===== config.mk =====
export PLATFORM = sky130hd
export DESIGN_NAME = suks_ctrl
export DESIGN_NICKNAME = d
export VERILOG_FILES = /design/src/rtl/sorted_unique_key_set_top_defines.svh /design/src/rtl/suks_pkg.sv /design/src/rtl/suks_ctrl.sv
export SDC_FILE = /design/constraint.sdc
export NUM_CORES = 1
export LEC_CHECK = 0
export ABC_AREA = 1
export BUFFER_PORTS_ARGS = -buffer_cell sky130_fd_sc_hd__buf_2
export CAP_MARGIN = 20
export CORE_AREA = 2 2 39 41
export DETAILED_ROUTE_END_ITERATION = 6
export DIE_AREA = 0 0 41 43
export SLEW_MARGIN = 20
export SYNTH_ARGS = -nofsm -noshare
export SYNTH_HDL_FRONTEND = slang
export SYNTH_SLANG_ARGS = --single-unit

===== constraint.sdc =====
create_clock -name clk -period 1.3 [get_ports clk]
set_clock_uncertainty 0.2 [all_clocks]
set_input_delay 0.065 -clock clk [delete_from_list [all_inputs] [get_ports clk]]
set_output_delay 0.065 -clock clk [all_outputs]
set_load 0.005 [all_outputs]

===== src/rtl/sorted_unique_key_set_top_defines.svh =====
// Assertion macros for the sorted unique key set
`ifndef SORTED_UNIQUE_KEY_SET_TOP_DEFINES_SVH
`define SORTED_UNIQUE_KEY_SET_TOP_DEFINES_SVH

`ifndef ASSERT_OFF
`define SUKS_ASSERT_SAME(lbl, c, r, ante, cons) \
  lbl: assert property (@(posedge c) disable iff (r) (ante) |-> (cons)) \
    else $error("sorted unique key set check failed");
`define SUKS_ASSERT_NEXT(lbl, c, r, ante, cons) \
  lbl: assert property (@(posedge c) disable iff (r) (ante) |=> (cons)) \
    else $error("sorted unique key set check failed");
`else
`define SUKS_ASSERT_SAME(lbl, c, r, ante, cons)
`define SUKS_ASSERT_NEXT(lbl, c, r, ante, cons)
`endif

`endif


===== src/rtl/suks_pkg.sv =====
// Shared types and codes of the sorted unique key set
`default_nettype none
package suks_pkg;

  localparam int KEY_W = 32;

  localparam logic [1:0] FUNC_INSERT = 2'd0;
  localparam logic [1:0] FUNC_DELETE = 2'd1;
  localparam logic [1:0] FUNC_DUMP   = 2'd2;

  localparam logic [2:0] ST_INSERTED  = 3'd0;
  localparam logic [2:0] ST_DUPLICATE = 3'd1;
  localparam logic [2:0] ST_REMOVED   = 3'd2;
  localparam logic [2:0] ST_NOT_FOUND = 3'd3;
  localparam logic [2:0] ST_FULL      = 3'd4;
  localparam logic [2:0] ST_DUMP      = 3'd5;

  typedef enum logic [1:0] {
    S_IDLE,
    S_EXEC,
    S_DUMP,
    S_SPIN
  } state_t;

  typedef struct packed {
    logic capture;
    logic exec_op;
    logic emit_empty;
    logic emit_key;
    logic rotate;
    logic idx_clr;
  } cmd_t;

  typedef struct packed {
    logic [1:0] func;
    logic       count_zero;
    logic       slot_free;
    logic       emit_last;
    logic       spin_done;
  } stat_t;

endpackage
`default_nettype wire


===== src/rtl/suks_ctrl.sv =====
// Controller state machine of the sorted unique key set
`default_nettype none
module suks_ctrl (
  input  logic             clk,
  input  logic             rst,
  input  logic             in_valid,
  output logic             in_stall,
  input  suks_pkg::stat_t  stat,
  output suks_pkg::cmd_t   cmd
);

  suks_pkg::state_t state;
  suks_pkg::state_t state_next;

  always_ff @(posedge clk) begin
    if (rst) begin
      state <= suks_pkg::S_IDLE;
    end else begin
      state <= state_next;
    end
  end

  always_comb begin
    state_next = state;
    case (state)
      suks_pkg::S_IDLE: begin
        if (in_valid) state_next = suks_pkg::S_EXEC;
      end
      suks_pkg::S_EXEC: begin
        case (stat.func)
          suks_pkg::FUNC_INSERT, suks_pkg::FUNC_DELETE: begin
            if (stat.slot_free) state_next = suks_pkg::S_IDLE;
          end
          suks_pkg::FUNC_DUMP: begin
            if (stat.slot_free) begin
              state_next = stat.count_zero ? suks_pkg::S_IDLE : suks_pkg::S_DUMP;
            end
          end
          default: state_next = suks_pkg::S_IDLE;
        endcase
      end
      suks_pkg::S_DUMP: begin
        if (stat.slot_free && stat.emit_last) begin
          state_next = stat.spin_done ? suks_pkg::S_IDLE : suks_pkg::S_SPIN;
        end
      end
      suks_pkg::S_SPIN: begin
        if (stat.spin_done) state_next = suks_pkg::S_IDLE;
      end
      default: state_next = suks_pkg::S_IDLE;
    endcase
  end

  always_comb begin
    cmd      = '0;
    in_stall = 1'b1;
    case (state)
      suks_pkg::S_IDLE: begin
        in_stall    = 1'b0;
        cmd.capture = in_valid;
      end
      suks_pkg::S_EXEC: begin
        case (stat.func)
          suks_pkg::FUNC_INSERT, suks_pkg::FUNC_DELETE: begin
            cmd.exec_op = stat.slot_free;
          end
          suks_pkg::FUNC_DUMP: begin
            cmd.emit_empty = stat.slot_free && stat.count_zero;
            cmd.idx_clr    = 1'b1;
          end
          default: cmd = '0;
        endcase
      end
      suks_pkg::S_DUMP: begin
        cmd.emit_key = stat.slot_free;
        cmd.rotate   = stat.slot_free;
      end
      suks_pkg::S_SPIN: begin
        cmd.rotate = 1'b1;
      end
      default: cmd = '0;
    endcase
  end

endmodule
`default_nettype wire


# Word level (Yosys, flattened, before mapping)
# Cells that the tools add are included.
[totals]
reg_bits = 2
output_inout_bits = 7
word_cells = 35
input_bits = 9
[op_classes]
muxes = 18
n_reduce_logical = 6
n_eq_ne = 10
[ops]
columns = ["cell", "n"]
rows = [
  ["2-bit two-way mux", 8],
  ["2-bit one-hot mux with 4 select lines", 1],
  ["1-bit two-way mux", 7],
  ["2-bit == test, second input constant", 3],
  ["2-bit inequality test, second input constant", 3],
  ["3-bit inequality test, second input constant", 2],
  ["5-bit AND reduction", 1],
  ["2-bit by 1-bit == test with 1-bit output, second input constant", 2],
  ["2-bit logical NOT", 2],
  ["2-bit one-hot mux with 2 select lines", 1],
  ["1-bit logical AND", 2],
  ["1-bit one-hot mux with 2 select lines", 1],
  ["2-bit OR reduction", 1],
]

# Logic depth before layout (Yosys ltp)
[depth]
depth_word = 4
ltp_mapped = 7
ltp_nobuf = 7

# Worst setup path after synthesis
# Ideal clock, no wire load.
[synth_path]
path_kind = "reg-to-reg"
start = "register state[1]"
end = "register state[0]"
required_ps = 990
synth_period_minus_slack_ps = 1114
n_path_buf = 0
slack_ps = 186
stages_incl_launch_ff = 8
setup_time_ps = 110
arrival_time_ps = 804
path_cell_list = "dfxtp_1 -> inv_2 -> nand3_1 -> nor2_1 -> nor2_1 -> nand2_1 -> nand2_1 -> nor2_1"
[synth_between]
elab_chain_len = 3
word_cells_on_any_way = 11
classes_between = "8 x eq/ne; 1 x mux; 2 x reduce/logical"
[synth_rtl]
columns = ["item", "line", "text"]
rows = [
  ["start, declared", "suks_ctrl.sv:12", "suks_pkg::state_t state;"],
  ["start signal, assigned", "suks_ctrl.sv:17", "state <= suks_pkg::S_IDLE;"],
  ["start signal, assigned", "suks_ctrl.sv:19", "state <= state_next;"],
  ["2-bit by 1-bit == test with 1-bit output, or another cell as far along", "suks_ctrl.sv:25", "case (state)"],
  ["3-bit inequality test (no line) or 2-bit inequality test (tied branches)", "-", ""],
  ["5-bit AND reduction (no line)", "-", ""],
]
# Several ways; a longest one is shown, not always the timed one.
# A chain may end at the register's enable or synchronous reset.

==> summary.txt <==
Run status
  – Outcome: complete, no violations

Drt
  – Vias per inst: 4.01
  – Initial drt markers: 8
  – Post-Route WL: 664 um
  – Remaining DRCs: 0
  – Routed Antenna Nets: 0
  – Vias: 341
  – Wire per inst: 7.81 um
  – TritonRoute pass-1 iters: 4

Setup path
  – Max stage delay on crit path: 0.38 ns
  – FF-to-FF setup slack: 0.07 ns
  – Arr. time, crit path: 1.01 ns
  – WP buf/inv: 2
  – Worst Path Required: 1.03 ns
  – CP startpoint kind: flip-flop
  – Kind of critical path: flip-flop to output pin
  – Cell depth of the worst flop-to-flop path: 8
  – Worst r2r src: state[0]
  – Worst-path fanout max: 6
  – Slowest-stage cell, CP: dfxtp_4
  – Crit-path cells: inv_6 -> nor2_4 -> nand2_2 -> nor2_1 -> buf_2
  – CP top delay family: flip-flops
  – Critical path endpoint category: output pin
  – R2R Path End: state[0]

Clocking
  – Worst skew pair latency: 0.22 ns
  – CTS Sinks: 2
  – CTS root buf: clkbuf_4
  – CTS Buf Count: 3
  – Clock slew at reported path FFs: 0.03 ns
  – CTS tree: built
  – Maximum buffer depth of the clock tree: 2
  – H-tree depth: 1

Cells and area
  – NumNets Final: 80
  – Final Util: 30.3%
  – Layout area overhead: 81.1%
  – Antenna diode count: 0
  – Largest regs: state (2)
  – Share of cells above drive strength 1: 42.0%
  – Largest register FFs: 2
  – Largest Register: state

STA
  – Crit path time final: 1.27 ns
  – Slew Viols, Final: 0
  – Max frequency: 0.787 GHz
  – Final Hold Fails: 0
  – Tightest Pin Transition: 0.167 ns
  – Slew margin rel.: 88.8%
  – RSZ-0062 raised after global routing: yes
  – Final setup fails: 0
  – Part of the cycle the worst path needs: 97.8%

Min path
  – Worst Hold Class: input pin to flip-flop
  – Hold path depth: 6
  – Endpoint, Worst Hold: state[1]
  – Hold Crit Start: stat[4]

Flow run
  – Max-cap violations: 0

Logic synthesis
  – Post-Syn Instances: 48
  – Synth Register Bits: 2
  – Ys Warns: 0
  – Post-synthesis net count: 57
  – Syn Area/Cell: 4.82 um2
  – Cell variety after synth: 10
  – Post-synthesis sequential area ratio: 17.3%
  – Synthesized area: 231 um2

Die
  – Site Rows: 14
  – Die area: 1760 um2
  – Core footprint: 1380 um2
  – Die Wd: 41 um
  – DIE HEIGHT: 43 um
  – Initial Util: 16.7%
  – IO Pins: 16

Power and ir drop
  – Pleak: 0.232 nW
  – Design Power: 0.367 mW
  – PD cells: 876 nW/um2
  – Max VDD drop: 0.000502 V

GRT
  – Initial antenna violation count: 0
  – Global-route wire length before repair: 1000 um
  – Largest net degree at the start of global routing: 8
  – Total grt overflow: 0
  – Vias in the first global route: 278
  – GRT Total Usage: 8.41%

Placement
  – I/O Buffers: 15
  – Gpl congestion: 0.737
  – Post-DP HPWL: 497 um
==> worst register-to-register path, stage by stage (launching register included) <==
cell and delay [ns]:
dfxtp_4 0.36, inv_6 0.09, nor2_4 0.04, buf_4 0.12, nand3_1 0.05, nand3_1 0.07, nand2_1 0.07, clkinv_1 0.06
nor2_1 0.10
==> logic make-up (layout without fill, tap and decap cells) <==
group	after synthesis	count (layout)	share of synthesized area, %
flops	2	2	17.3
compound gates	2	2	4.32
simple gates	34	34	62.2
buf+inv	10	31	16.2
==> stage by stage <==
stage	hold WS [ns]	TNS (ns)	cell area [um2]	setup WS, ns	cells
after floorplan	-0.0347	0	231	0.186	48
after global placement	0.119	0	327	0.0723	79
after detailed placement	0.126	0	327	0.0717	79
after CTS	0.0700	0	393	0.000487	85
after global routing	0.125	-0.0818	419	-0.0473	85
final	0.0737	0	419	0.0292	85
==> layer usage <==
layer  track usage [%]  wire (um)  vias to the layer above
met1              9.24        295                      143
met3              4.71         39                        0
met5                 0          0                        -
met2              12.5        329                        9
met4              4.00          0                        0
li1                  -          -                      189
==> layout make-up <==
class / count / area [um2]
clock buffer: 3 / 22.5
fill: 174 / 965
inverter: 10 / 42.5
multi-input combinational: 36 / 179
sequential: 2 / 47.5
tap: 16 / 20.0
timing repair buffer: 18 / 108
==> power by group <==
part | leakage [nW] | switching [mW] | internal [mW] | total [mW]
sequential | 0.0178 | 0.0178 | 0.0705 | 0.0883
clock | 0.0138 | 0.0315 | 0.102 | 0.133
combinational | 0.200 | 0.0790 | 0.0669 | 0.146
total | 0.232 | 0.128 | 0.239 | 0.367
==> layout by cell type (no fill, tap or decap), drive strengths merged <==
cell,Yosys,final
inv,9,9
clkinv,1,1
nand3,5,5
dlygate4sd3,0,3
clkbuf,0,3
buf,0,15
nor2,16,16
a21oi,2,2
nor4,1,1
dfxtp,2,2
nand2,12,12
==> cells in the mapped netlist (all sizes together) <==
| cell type | count | area share [%] |
|---|---|---|
| a21oi | 2 | 4.3 |
| nor4 | 1 | 2.7 |
| clkinv | 1 | 1.6 |
| inv | 9 | 15 |
| nor2 | 16 | 29 |
| nand2 | 12 | 19 |
| nand3 | 5 | 11 |
| dfxtp | 2 | 17 |
==> timing repair <==
| item | in CTS | in global routing |
|---|---|---|
| hold buffers | 3 | 0 |
| setup buffers | 0 | 1 |
| resized for setup | 5 | 6 |
| endpoints found under the setup margin | 4 | 6 |
| hold endpoints to repair | 2 | 0 |
| pin swaps | 1 | 3 |
| cloned | 0 | 0 |
==> worst max path at each step <==
| stage | slack [ns] | to | startpoint | depth (start not counted) |
|---|---|---|---|---|
| 6_report | 0.03 | cmd[3] | state[0] | 5 |
| 3_3_place_gp | 0.07 | state[1] | state[0] | 6 |
| 4_1_cts | 0.0005 | cmd[3] | state[0] | 5 |
| 3_5_place_dp | 0.07 | state[1] | state[0] | 6 |
| 5_1_grt | -0.05 | cmd[3] | state[0] | 5 |
| 2_1_floorplan | 0.19 | state[0] | state[1] | 7 |
No activity file was read; power rests on OpenSTA's default activity.
